File: config.mk
export PLATFORM = sky130hd
export DESIGN_NAME = bounded_ordered_list_engine_unit
export DESIGN_NICKNAME = d
export VERILOG_FILES = /design/src/rtl/core/bole_pkg.sv /design/src/rtl/core/bole_dp.sv /design/src/rtl/core/bole_ctrl.sv /design/src/rtl/core/bounded_ordered_list_engine_unit.sv
export SDC_FILE = /design/constraint.sdc
export NUM_CORES = 1
export LEC_CHECK = 0
export ABC_AREA = 1
export ABC_CLOCK_PERIOD_IN_PS = 10500
export BUFFER_PORTS_ARGS = -buffer_cell sky130_fd_sc_hd__buf_2
export CORE_MARGIN = 2
export CORE_UTILIZATION = 51
export DETAILED_ROUTE_END_ITERATION = 10
export GPL_TIMING_DRIVEN = 1
export PLACE_DENSITY_LB_ADDON = 0.2
export SLEW_MARGIN = 15
export SYNTH_ARGS = -nofsm -noshare
export SYNTH_HDL_FRONTEND = slang
export SYNTH_HIERARCHICAL = 1
export SYNTH_SLANG_ARGS = --single-unit
File: constraint.sdc
create_clock -name clk -period 10.5 [get_ports clk]
set_input_delay 2.1 -clock clk [delete_from_list [all_inputs] [get_ports clk]]
set_output_delay 2.1 -clock clk [all_outputs]
set_load 0.02 [all_outputs]
File: src/rtl/core/bole_pkg.sv
`timescale 1ns / 1ps
// Shared types, codes and command/status structs of the ordered list engine.
package bole_pkg;

  localparam int IN_W  = 40;
  localparam int OUT_W = 48;

  typedef logic [IN_W-1:0]   in_bus_t;
  typedef logic [OUT_W-1:0]  out_bus_t;
  typedef logic [3:0]        action_t;
  typedef logic [3:0]        pos_t;
  typedef logic signed [31:0] val_t;
  typedef logic [1:0]        status_t;
  typedef logic [3:0]        len_t;
  typedef logic [1:0]        sel_t;

  // request actions
  localparam action_t ACT_INS_FRONT = 4'd0;
  localparam action_t ACT_INS_END   = 4'd1;
  localparam action_t ACT_INS_AT    = 4'd2;
  localparam action_t ACT_DEL_AT    = 4'd3;
  localparam action_t ACT_READ      = 4'd4;
  localparam action_t ACT_REPLACE   = 4'd5;
  localparam action_t ACT_SEARCH    = 4'd6;
  localparam action_t ACT_DEL_KEY   = 4'd7;
  localparam action_t ACT_CLEAR     = 4'd8;

  // result status
  localparam status_t ST_OK     = 2'd0;
  localparam status_t ST_FULL   = 2'd1;
  localparam status_t ST_BADPOS = 2'd2;
  localparam status_t ST_NOKEY  = 2'd3;

  // walk index load sources
  localparam sel_t IDX_CNT_M1 = 2'd0;
  localparam sel_t IDX_POS    = 2'd1;
  localparam sel_t IDX_ZERO   = 2'd2;
  localparam sel_t IDX_NEXT   = 2'd3;

  // insert/replace point load sources
  localparam sel_t PT_ZERO = 2'd0;
  localparam sel_t PT_CNT  = 2'd1;
  localparam sel_t PT_POS  = 2'd2;

  typedef struct packed {
    logic    cap;
    logic    idx_ld;
    sel_t    idx_sel;
    logic    idx_inc;
    logic    idx_dec;
    logic    pt_ld;
    sel_t    pt_sel;
    logic    rd;
    logic    mv_wb;
    logic    mv_up;
    logic    wr_val;
    logic    cnt_inc;
    logic    cnt_dec;
    logic    cnt_clr;
    logic    st_ld;
    status_t st;
    logic    dat_ld;
    logic    fnd_set;
    logic    res_ld;
  } cmd_t;

  typedef struct packed {
    action_t act;
    logic    pos_gt_cnt;
    logic    pos_ge_cnt;
    logic    cnt_zero;
    logic    cnt_full;
    logic    idx_eq_pt;
    logic    idx_lt_cnt;
    logic    rd_vld;
    logic    match;
    logic    out_free;
  } sts_t;

endpackage

File: src/rtl/core/bole_dp.sv
`timescale 1ns / 1ps
// Datapath: entry memory, count, walk index, pending result and output register.
module bole_dp #(
  parameter int CAPACITY = 8
) (
  input  logic               clk,
  input  logic               rst_n,
  input  bole_pkg::in_bus_t  in_tdata,
  input  bole_pkg::cmd_t     cmd,
  output bole_pkg::sts_t     sts,
  output logic               out_tvalid,
  input  logic               out_tready,
  output bole_pkg::out_bus_t out_tdata
);

  localparam int AW = $clog2(CAPACITY);
  localparam int CW = $clog2(CAPACITY + 1);
  localparam int MW = (CW > 4) ? CW : 4;

  typedef logic [AW-1:0] addr_t;
  typedef logic [CW-1:0] cnt_t;
  typedef logic [MW-1:0] cmp_t;

  bole_pkg::val_t    mem [CAPACITY];

  bole_pkg::action_t act_r;
  bole_pkg::pos_t    pos_r;
  bole_pkg::val_t    val_r;
  cnt_t              count_r;
  cnt_t              count_nxt;
  cnt_t              idx_r;
  cnt_t              idx_nxt;
  addr_t             pt_r;
  addr_t             rd_addr_r;
  bole_pkg::val_t    rd_data_r;
  logic              rd_vld_r;

  bole_pkg::status_t st_r;
  bole_pkg::val_t    dat_r;
  logic              fnd_r;

  logic              out_vld_r;
  bole_pkg::status_t o_st_r;
  bole_pkg::val_t    o_dat_r;
  logic              o_fnd_r;
  bole_pkg::len_t    o_len_r;
  logic              o_full_r;
  logic              o_empty_r;

  logic              we;
  addr_t             wa;
  bole_pkg::val_t    wd;
  addr_t             ra;

  assign ra = idx_r[AW-1:0];
  assign we = cmd.wr_val | (cmd.mv_wb & rd_vld_r);
  assign wd = cmd.wr_val ? val_r : rd_data_r;

  always_comb begin
    if (cmd.wr_val) begin
      wa = pt_r;
    end else if (cmd.mv_up) begin
      wa = rd_addr_r + addr_t'(1);
    end else begin
      wa = rd_addr_r - addr_t'(1);
    end
  end

  // entry store, one write and one registered read per cycle
  always_ff @(posedge clk) begin
    if (we) begin
      mem[wa] <= wd;
    end
    if (cmd.rd) begin
      rd_data_r <= mem[ra];
      rd_addr_r <= ra;
    end
  end

  always_ff @(posedge clk) begin
    if (!rst_n) begin
      rd_vld_r <= 1'b0;
    end else begin
      rd_vld_r <= cmd.rd;
    end
  end

  always_ff @(posedge clk) begin
    if (cmd.cap) begin
      act_r <= in_tdata[3:0];
      pos_r <= in_tdata[7:4];
      val_r <= in_tdata[39:8];
    end
  end

  always_comb begin
    count_nxt = count_r;
    if (cmd.cnt_clr) begin
      count_nxt = '0;
    end else if (cmd.cnt_inc) begin
      count_nxt = count_r + cnt_t'(1);
    end else if (cmd.cnt_dec) begin
      count_nxt = count_r - cnt_t'(1);
    end
  end

  always_ff @(posedge clk) begin
    if (!rst_n) begin
      count_r <= '0;
    end else begin
      count_r <= count_nxt;
    end
  end

  always_comb begin
    idx_nxt = idx_r;
    if (cmd.idx_ld) begin
      unique case (cmd.idx_sel)
        bole_pkg::IDX_CNT_M1: idx_nxt = count_r - cnt_t'(1);
        bole_pkg::IDX_POS:    idx_nxt = cnt_t'(pos_r);
        bole_pkg::IDX_ZERO:   idx_nxt = '0;
        bole_pkg::IDX_NEXT:   idx_nxt = cnt_t'(rd_addr_r) + cnt_t'(1);
        default:              idx_nxt = idx_r;
      endcase
    end else if (cmd.idx_inc) begin
      idx_nxt = idx_r + cnt_t'(1);
    end else if (cmd.idx_dec) begin
      idx_nxt = idx_r - cnt_t'(1);
    end
  end

  always_ff @(posedge clk) begin
    idx_r <= idx_nxt;
    if (cmd.pt_ld) begin
      unique case (cmd.pt_sel)
        bole_pkg::PT_ZERO: pt_r <= '0;
        bole_pkg::PT_CNT:  pt_r <= addr_t'(count_r);
        default:           pt_r <= addr_t'(pos_r);
      endcase
    end
  end

  // pending result, built up while the request is worked
  always_ff @(posedge clk) begin
    if (cmd.cap) begin
      st_r  <= bole_pkg::ST_OK;
      dat_r <= '0;
      fnd_r <= 1'b0;
    end else begin
      if (cmd.st_ld) begin
        st_r <= cmd.st;
      end
      if (cmd.dat_ld) begin
        dat_r <= rd_data_r;
      end
      if (cmd.fnd_set) begin
        fnd_r <= 1'b1;
      end
    end
  end

  always_ff @(posedge clk) begin
    if (!rst_n) begin
      out_vld_r <= 1'b0;
    end else if (cmd.res_ld) begin
      out_vld_r <= 1'b1;
    end else if (out_tready) begin
      out_vld_r <= 1'b0;
    end
  end

  always_ff @(posedge clk) begin
    if (cmd.res_ld) begin
      o_st_r    <= st_r;
      o_dat_r   <= dat_r;
      o_fnd_r   <= fnd_r;
      o_len_r   <= bole_pkg::len_t'(count_r);
      o_full_r  <= (count_r == cnt_t'(CAPACITY));
      o_empty_r <= (count_r == '0);
    end
  end

  assign out_tvalid = out_vld_r;
  assign out_tdata  = bole_pkg::out_bus_t'({o_empty_r, o_full_r, o_len_r, o_fnd_r,
                                            o_dat_r, o_st_r});

  always_comb begin
    sts.act        = act_r;
    sts.pos_gt_cnt = cmp_t'(pos_r) > cmp_t'(count_r);
    sts.pos_ge_cnt = cmp_t'(pos_r) >= cmp_t'(count_r);
    sts.cnt_zero   = (count_r == '0);
    sts.cnt_full   = (count_r == cnt_t'(CAPACITY));
    sts.idx_eq_pt  = (idx_r == cnt_t'(pt_r));
    sts.idx_lt_cnt = (idx_r < count_r);
    sts.rd_vld     = rd_vld_r;
    sts.match      = (rd_data_r == val_r);
    sts.out_free   = !out_vld_r || out_tready;
  end

endmodule

File: src/rtl/core/bole_ctrl.sv
`timescale 1ns / 1ps
// Controller: sequences each request over the datapath's memory walk.
module bole_ctrl (
  input  logic           clk,
  input  logic           rst_n,
  input  logic           in_tvalid,
  output logic           in_tready,
  input  bole_pkg::sts_t sts,
  output bole_pkg::cmd_t cmd
);

  localparam logic [3:0] S_IDLE  = 4'd0;
  localparam logic [3:0] S_DEC   = 4'd1;
  localparam logic [3:0] S_SHUP  = 4'd2;
  localparam logic [3:0] S_DRAIN = 4'd3;
  localparam logic [3:0] S_WR    = 4'd4;
  localparam logic [3:0] S_RD    = 4'd5;
  localparam logic [3:0] S_RGET  = 4'd6;
  localparam logic [3:0] S_DSH   = 4'd7;
  localparam logic [3:0] S_DEND  = 4'd8;
  localparam logic [3:0] S_SCAN  = 4'd9;
  localparam logic [3:0] S_FIN   = 4'd10;

  logic [3:0] state_r;
  logic [3:0] state_nxt;
  logic       at_point;

  assign in_tready = (state_r == S_IDLE);

  // insert lands at the current end, so nothing has to move up
  assign at_point = (sts.act == bole_pkg::ACT_INS_END) ||
                    ((sts.act == bole_pkg::ACT_INS_FRONT) && sts.cnt_zero) ||
                    ((sts.act == bole_pkg::ACT_INS_AT) && sts.pos_ge_cnt && !sts.pos_gt_cnt);

  always_comb begin
    cmd       = '0;
    state_nxt = state_r;
    unique case (state_r)
      S_IDLE: begin
        if (in_tvalid) begin
          cmd.cap   = 1'b1;
          state_nxt = S_DEC;
        end
      end
      S_DEC: begin
        unique case (sts.act)
          bole_pkg::ACT_INS_FRONT, bole_pkg::ACT_INS_END, bole_pkg::ACT_INS_AT: begin
            priority if (sts.cnt_full) begin
              cmd.st_ld = 1'b1;
              cmd.st    = bole_pkg::ST_FULL;
              state_nxt = S_FIN;
            end else if (sts.act == bole_pkg::ACT_INS_AT && sts.pos_gt_cnt) begin
              cmd.st_ld = 1'b1;
              cmd.st    = bole_pkg::ST_BADPOS;
              state_nxt = S_FIN;
            end else begin
              cmd.pt_ld   = 1'b1;
              cmd.pt_sel  = (sts.act == bole_pkg::ACT_INS_FRONT) ? bole_pkg::PT_ZERO :
                            (sts.act == bole_pkg::ACT_INS_END)   ? bole_pkg::PT_CNT  :
                                                                    bole_pkg::PT_POS;
              cmd.idx_ld  = 1'b1;
              cmd.idx_sel = bole_pkg::IDX_CNT_M1;
              state_nxt   = at_point ? S_WR : S_SHUP;
            end
          end
          bole_pkg::ACT_DEL_AT, bole_pkg::ACT_READ, bole_pkg::ACT_REPLACE: begin
            if (sts.pos_ge_cnt) begin
              cmd.st_ld = 1'b1;
              cmd.st    = bole_pkg::ST_BADPOS;
              state_nxt = S_FIN;
            end else begin
              cmd.pt_ld   = 1'b1;
              cmd.pt_sel  = bole_pkg::PT_POS;
              cmd.idx_ld  = 1'b1;
              cmd.idx_sel = bole_pkg::IDX_POS;
              state_nxt   = (sts.act == bole_pkg::ACT_REPLACE) ? S_WR : S_RD;
            end
          end
          bole_pkg::ACT_SEARCH, bole_pkg::ACT_DEL_KEY: begin
            if (sts.cnt_zero) begin
              if (sts.act == bole_pkg::ACT_DEL_KEY) begin
                cmd.st_ld = 1'b1;
                cmd.st    = bole_pkg::ST_NOKEY;
              end
              state_nxt = S_FIN;
            end else begin
              cmd.idx_ld  = 1'b1;
              cmd.idx_sel = bole_pkg::IDX_ZERO;
              state_nxt   = S_SCAN;
            end
          end
          bole_pkg::ACT_CLEAR: begin
            cmd.cnt_clr = 1'b1;
            state_nxt   = S_FIN;
          end
          default: begin
            state_nxt = S_FIN;
          end
        endcase
      end
      // read downward from the last entry, each beat written one place up
      S_SHUP: begin
        cmd.rd      = 1'b1;
        cmd.idx_dec = 1'b1;
        cmd.mv_wb   = 1'b1;
        cmd.mv_up   = 1'b1;
        if (sts.idx_eq_pt) begin
          state_nxt = S_DRAIN;
        end
      end
      S_DRAIN: begin
        cmd.mv_wb = 1'b1;
        cmd.mv_up = 1'b1;
        state_nxt = S_WR;
      end
      S_WR: begin
        cmd.wr_val  = 1'b1;
        cmd.cnt_inc = (sts.act != bole_pkg::ACT_REPLACE);
        state_nxt   = S_FIN;
      end
      S_RD: begin
        cmd.rd      = 1'b1;
        cmd.idx_inc = 1'b1;
        state_nxt   = S_RGET;
      end
      S_RGET: begin
        cmd.dat_ld = 1'b1;
        priority if (sts.act == bole_pkg::ACT_READ) begin
          state_nxt = S_FIN;
        end else if (sts.idx_lt_cnt) begin
          cmd.rd      = 1'b1;
          cmd.idx_inc = 1'b1;
          state_nxt   = S_DSH;
        end else begin
          state_nxt = S_DEND;
        end
      end
      // read upward past the removed entry, each beat written one place down
      S_DSH: begin
        cmd.mv_wb = 1'b1;
        if (sts.idx_lt_cnt) begin
          cmd.rd      = 1'b1;
          cmd.idx_inc = 1'b1;
        end else begin
          state_nxt = S_DEND;
        end
      end
      S_DEND: begin
        cmd.cnt_dec = 1'b1;
        state_nxt   = S_FIN;
      end
      S_SCAN: begin
        priority if (sts.rd_vld && sts.match) begin
          if (sts.act == bole_pkg::ACT_SEARCH) begin
            cmd.fnd_set = 1'b1;
            state_nxt   = S_FIN;
          end else begin
            cmd.idx_ld  = 1'b1;
            cmd.idx_sel = bole_pkg::IDX_NEXT;
            state_nxt   = S_RGET;
          end
        end else if (sts.idx_lt_cnt) begin
          cmd.rd      = 1'b1;
          cmd.idx_inc = 1'b1;
        end else begin
          if (sts.act == bole_pkg::ACT_DEL_KEY) begin
            cmd.st_ld = 1'b1;
            cmd.st    = bole_pkg::ST_NOKEY;
          end
          state_nxt = S_FIN;
        end
      end
      S_FIN: begin
        if (sts.out_free) begin
          cmd.res_ld = 1'b1;
          state_nxt  = S_IDLE;
        end
      end
      default: begin
        state_nxt = S_IDLE;
      end
    endcase
  end

  always_ff @(posedge clk) begin
    if (!rst_n) begin
      state_r <= S_IDLE;
    end else begin
      state_r <= state_nxt;
    end
  end

endmodule

File: src/rtl/core/bounded_ordered_list_engine_unit.sv
`timescale 1ns / 1ps
// Top level of the bounded ordered list engine.
//
// Keeps an ordered list of up to CAPACITY signed 32-bit entries packed from
// position 0. Each beat on the in_ channel is one request (insert front/end/at,
// delete at, read, replace, search, delete by key, clear); each request gives
// exactly one result beat on the out_ channel with status, data, found flag,
// length and full/empty flags.
// Bad position, clear and full list requests need no memory walk. Shifts and
// searches walk the entry memory, which has a single write port and a
// registered read, one entry per cycle. One request is worked at a time;
// in_tready is high only while the controller is idle.
// The result sits in an output register, so a new request may be accepted
// while the last result still waits; if the receiver stalls, the next result
// is held inside until the output register frees.
// After reset the list is empty; entries hold no defined value until written.
module bounded_ordered_list_engine_unit #(
  parameter int CAPACITY = 8
) (
  input  logic               clk,
  input  logic               rst_n,
  input  logic               in_tvalid,
  output logic               in_tready,
  input  bole_pkg::in_bus_t  in_tdata,   // action[3:0], position[7:4], value[39:8]
  output logic               out_tvalid,
  input  logic               out_tready,
  output bole_pkg::out_bus_t out_tdata   // status[1:0], data[33:2], found[34],
                                         // length[38:35], full_flag[39],
                                         // empty_flag[40], zero pad[47:41]
);

  bole_pkg::cmd_t cmd;
  bole_pkg::sts_t sts;

  bole_ctrl u_ctrl (
    .clk       (clk),
    .rst_n     (rst_n),
    .in_tvalid (in_tvalid),
    .in_tready (in_tready),
    .sts       (sts),
    .cmd       (cmd)
  );

  bole_dp #(
    .CAPACITY (CAPACITY)
  ) u_dp (
    .clk        (clk),
    .rst_n      (rst_n),
    .in_tdata   (in_tdata),
    .cmd        (cmd),
    .sts        (sts),
    .out_tvalid (out_tvalid),
    .out_tready (out_tready),
    .out_tdata  (out_tdata)
  );

  // one request at a time: no accept on the beat right after an accept
  a_no_back_to_back: assert property (@(posedge clk) disable iff (!rst_n)
    in_tvalid && in_tready |=> !in_tready)
    else $error("request accepted while previous one in progress");

  // the single write port is never claimed twice
  a_wr_port: assert property (@(posedge clk) disable iff (!rst_n)
    cmd.wr_val |-> !(cmd.mv_wb && sts.rd_vld))
    else $error("write port conflict");

  // memory walks stay inside the live part of the list
  a_rd_in_list: assert property (@(posedge clk) disable iff (!rst_n)
    cmd.rd |-> sts.idx_lt_cnt)
    else $error("read beyond list length");

  a_full_empty: assert property (@(posedge clk) disable iff (!rst_n)
    out_tvalid |-> !(out_tdata[39] && out_tdata[40]))
    else $error("result flagged full and empty");

endmodule

* After elaboration in Yosys (flattened, before gate mapping) *
Memory sizes are Yosys's and may differ from the RTL's. A register that Yosys moved wholly into a read port is not among the register bits.
Index checks and enable logic that the tools add are counted.

operators by class
  add/subtract/negate cells = 7
  $lt $le $gt $ge = 3
  equality and inequality tests = 31
  muxes and demuxes = 75
  bitwise operators = 3
  reduce and logical (&&, ||, !) cells = 27

operators by type and width
  operator                                                                number
  4-bit 2-to-1 mux                                                        17
  3-bit 2-to-1 mux                                                        20
  4-bit one-hot mux with 10 select lines                                  1
  32-bit equality test                                                    1
  4-bit by 3-bit equality test with 1-bit output (second input constant)  8
  32-bit 2-to-1 mux                                                       1
  3-bit one-hot mux with 2 select lines                                   4
  1-bit 2-to-1 mux                                                        22
  4-bit equality test (second input constant)                             5
  3-bit one-hot mux with 3 select lines                                   2
  4-bit by 2-bit equality test with 1-bit output (second input constant)  4
  4-bit one-hot mux with 4 select lines                                   1
  4-bit logical NOT                                                       3
  4-bit one-hot mux with 3 select lines                                   1
  2-bit OR reduction                                                      5
  3-bit OR reduction                                                      3
  4-bit by 1-bit adder with 4-bit output (second input constant)          2
  4-bit by 1-bit equality test with 1-bit output (second input constant)  2
  2-bit 2-to-1 mux                                                        4
  2-bit != test (second input constant)                                   4
  1-bit one-hot mux with 4 select lines                                   2
  4-bit by 1-bit subtractor with 4-bit output (second input constant)     2
  1-bit logical AND                                                       5
  5-bit AND reduction                                                     1
  19 further kinds                                                        26

storage, ports and cells
  flip-flop bits (word level) = 136
  bits in writable memories = 256
  input port bits = 44
  output and inout port bits = 50
  logic and storage cells = 166
  memories kept = 1

memory list
  name      words  bits a word  rd ports  clocked after Yosys merged registers in  write ports  RTL line       RTL
  u_dp.mem  8      32           1         1                                        1            bole_dp.sv:24  bole_pkg::val_t mem [CAPACITY];

* Longest topological paths before layout *
  depth in word-level cells = 9
  depth in mapped cells = 20
  depth with buffers taken out = 20

* Cells and area by module *
Netlist, hierarchy kept.

modules (own cells, without submodules)
  module     instances  cells an instance  area each (µm²)  seq. area each (µm²)
  bole_dp    1          1458               16973.8          12201.7
  bole_ctrl  1          155                883.3            80.1

* Least setup slack after synthesis *
Ideal clock, no wire load.

  kind = input -> register
  from = in out_tready
  to = reg u_dp.o_dat_r[0] (enable)
  library setup time = 492 ps
  arrival = 5119 ps
  data required time = 10008 ps
  slack = 4889 ps
  stages = 4
  buffers on the path = 0
  cell sequence = inv_1 -> nand2_1 -> inv_1 -> nor3_1

RTL lines
  element               RTL line                                RTL
  from (decl)           bounded_ordered_list_engine_unit.sv:26  input logic out_tready,
  to (signal assigned)  bole_dp.sv:175                          o_dat_r <= dat_r;
  to (decl)             bole_dp.sv:44                           bole_pkg::val_t o_dat_r;

==> metrics.csv <==
stage,metric,value,unit
run_status,status,"finished, final reports clean",
timing,relative slew slack,26.2,%
run,max-cap violations,0,
pwr,peak supply drop,0.208,mV
timing,Fin Setup TNS,0,ps
clock_network,total CTS buffers,43,
floorplanning,Die X-Extent,191,um
cells_and_area,Multi-input gate area,0.00474,sq mm
timing,fmax,274,MHz
route,drt pass-1 iters,5,
global_route,vias in the first global route,10800,
clock_network,Clock Sinks,424,
placement,I/O Buffers,86,
synthesis,Netlist cell types,49,
timing,RSZ-0062 raised after global routing,no,
global_route,Total GRT Usage,21.3,%
placement,placed cells,2099,
route,vias per cell,5.33,
cells_and_area,"most common cell after layout, fill and taps aside",edfxtp_1,
synthesis,Post-synth top flop,edfxtp_1,
synthesis,Synth Area per Inst,11.1,sq um
placement,dpl ws,6710,ps
floorplanning,I/O pins,94,
clock_network,H-tree levels,2,
synthesis,"Seq/Total Area, Yosys",68.8,%
worst_setup_path,Critical Path Fanout Max,30,
timing,clock skew,9.12,ps
global_route,initial antenna violation count,0,
clock_network,Post-CTS Setup Inserts,0,
clock_network,Hold Buf Count CTS,0,
cells_and_area,antenna fix cells,0,
route,via count,11600,
worst_hold_path,worst hold path class,reg2reg,
route,DR WL/cell,17.9,um
floorplanning,Die Height,191,um
cells_and_area,Finished Layout Cells,2177,
clock_network,CTS tree,built,
synthesis,Mapped Cells,1613,
synthesis,Synth Cell Area,0.0179,sq mm
cells_and_area,P&R area growth vs syn,11.8,%
route,DRC violation count after routing,0,
timing,setup slack after layout,6850,ps
worst_setup_path,critical path class,reg2reg,
pwr,PD cells,239,mW/mm^2
synthesis,Syn. warnings,6,
worst_setup_path,startpoint types,flip-flop,
timing,period utilization,34.7,%
route,final wirelength,38900,um
cells_and_area,layout cells sized above 1,13.2,%
clock_network,clock slew at reported path FFs,60,ps
synthesis,#FFs+latches synth,424,
floorplanning,core region area,0.0345,sq mm
worst_setup_path,Worst Path Arrival,3930,ps
placement,RD Place Congestion,0.871,
timing,worst slew pin tran,1100,ps
worst_setup_path,Worst Path Required,10780,ps
cells_and_area,"commonest non-fill, non-tap cells in the layout","edfxtp_1, nand2_1, nor2_1",
floorplanning,full die area,0.0365,sq mm
clock_network,Root Driver,clkbuf_16,
cells_and_area,layout filler cell count,2885,
floorplanning,Std-Cell Rows,68,
floorplanning,Starting Density,51.7,%
cells_and_area,Reg area,0.0123,sq mm
cells_and_area,nets,1747,
timing,min Tclk post-route,3650,ps
placement,dpl hpwl,23100,um
synthesis,async set-reset flop share out of synthesis,0,%
clock_network,clk_lat worst skew,530,ps
timing,final setup vio count,0,
timing,final slew viol count,0,
clock_network,CTS max path bufs,3,
pwr,Pleak,7.45,nW
global_route,largest net degree at the start of global routing,105,
worst_setup_path,crit end category,flip-flop,
global_route,first-pass GRT wire length,59500,um
global_route,Congestion Overflow GR,0,
timing,Fin. Hold Viols,0,
route,DRT antenna net count,0,
timing,Fin Hold WS,428,ps
clock_network,post-CTS sizing,0,
synthesis,Post-synth EDFFs,379,
route,1st-iter DRT viols,1026,
==> area by class of cell <==
| type | count | area share [%] |
|---|---|---|
| clock buffers | 54 | 5.74 |
| inverters | 124 | 2.33 |
| clock inverters | 24 | 1.01 |
| repair buffers | 104 | 2.83 |
| well taps | 455 | 2.85 |
| flip-flops and latches | 424 | 61.5 |
| multi-input cells | 992 | 23.7 |
==> metal layers <==
layer | routed length [um] | track usage (%)
met2 | 18300 | 34.6
met4 | 784 | 5.68
met3 | 2160 | 2.79
met1 | 17600 | 30.5
met5 | 0 | 0
==> final timing paths <==
path | start | endpoint | slack (ps) | cells after the start
worst max register to register | u_dp/idx_r[1] | u_dp/idx_r[2] | 6850 | 12
worst min-delay path | u_dp/dat_r[26] | u_dp/o_dat_r[26] | 430 | 0
worst max-delay path | u_dp/idx_r[1] | u_dp/idx_r[2] | 6850 | 12
worst min register to register | u_dp/dat_r[26] | u_dp/o_dat_r[26] | 430 | 0
==> synthesized netlist by cell type (all sizes together) (4+ instances only) <==
| cell type | instances | share of area [%] |
|---|---|---|
| ha | 12 | 0.84 |
| nand3 | 32 | 1.1 |
| nor3 | 4 | 0.14 |
| inv | 123 | 2.6 |
| dfxtp | 45 | 5.0 |
| or2 | 5 | 0.18 |
| a211oi | 30 | 1.3 |
| o21ai | 241 | 6.8 |
| nand4 | 7 | 0.25 |
| clkbuf | 31 | 0.68 |
| buf | 48 | 2.0 |
| nand2 | 315 | 6.8 |
| a21oi | 21 | 0.71 |
| edfxtp | 379 | 64 |
| nor2 | 291 | 6.4 |
| xor2 | 11 | 0.54 |
==> kinds of logic after synthesis <==
kind of cell | count (synthesis) | synth area share [%]
simple gates | 657 | 15.1
flops | 424 | 68.8
compound gates | 301 | 9.14
buf+inv | 203 | 5.28
fa+ha+maj | 14 | 1.07
xor+xnor | 13 | 0.638
other cells | 1 | 0.0210
==> worst max-delay path, cell delays in order, from the launching register on <==
cell	delay [ps]
edfxtp_1	990
ha_1	380
o21ai_0	70
nand2_1	70
a21o_1	160
a21oi_1	470
nand2_2	190
nand3_1	160
inv_1	120
fa_1	440
xor2_1	170
o21ai_0	140
inv_1	50
==> state kept, by name, indices dropped and copies added (netlist names), 2 cells and up <==
signal and count:
u_dp/pt_r 3, u_dp/dat_r 32, u_dp/rd_data_r 32, u_dp/st_r 2
u_ctrl/state_r 4, u_dp/val_r 32, u_dp/idx_r 4, u_dp/rd_addr_r 3
u_dp/pos_r 4, u_dp/o_dat_r 32, u_dp/count_r 4, u_dp/o_len_r 4
u_dp/o_st_r 2, u_dp/act_r 4, u_dp/mem 256
==> through the flow <==
stage / utilization (%) / power, mW / cell area, sq um
after global routing: 57.8 / 5.02 / 20000
after global placement: 53.9 / 3.30 / 18600
after CTS: 57.8 / 4.79 / 20000
after detailed placement: 53.9 / 3.33 / 18600
final: 57.8 / 4.76 / 20000
after floorplan: - / 3.03 / 17900
==> report_power, final <==
| part | total [mW] | internal [mW] | switching (mW) |
|---|---|---|---|
| Clock | 1.46 | 0.849 | 0.608 |
| Sequential | 2.19 | 2.10 | 0.0973 |
| Combinational | 1.12 | 0.303 | 0.813 |
No activity file was read; power rests on OpenSTA's default activity.
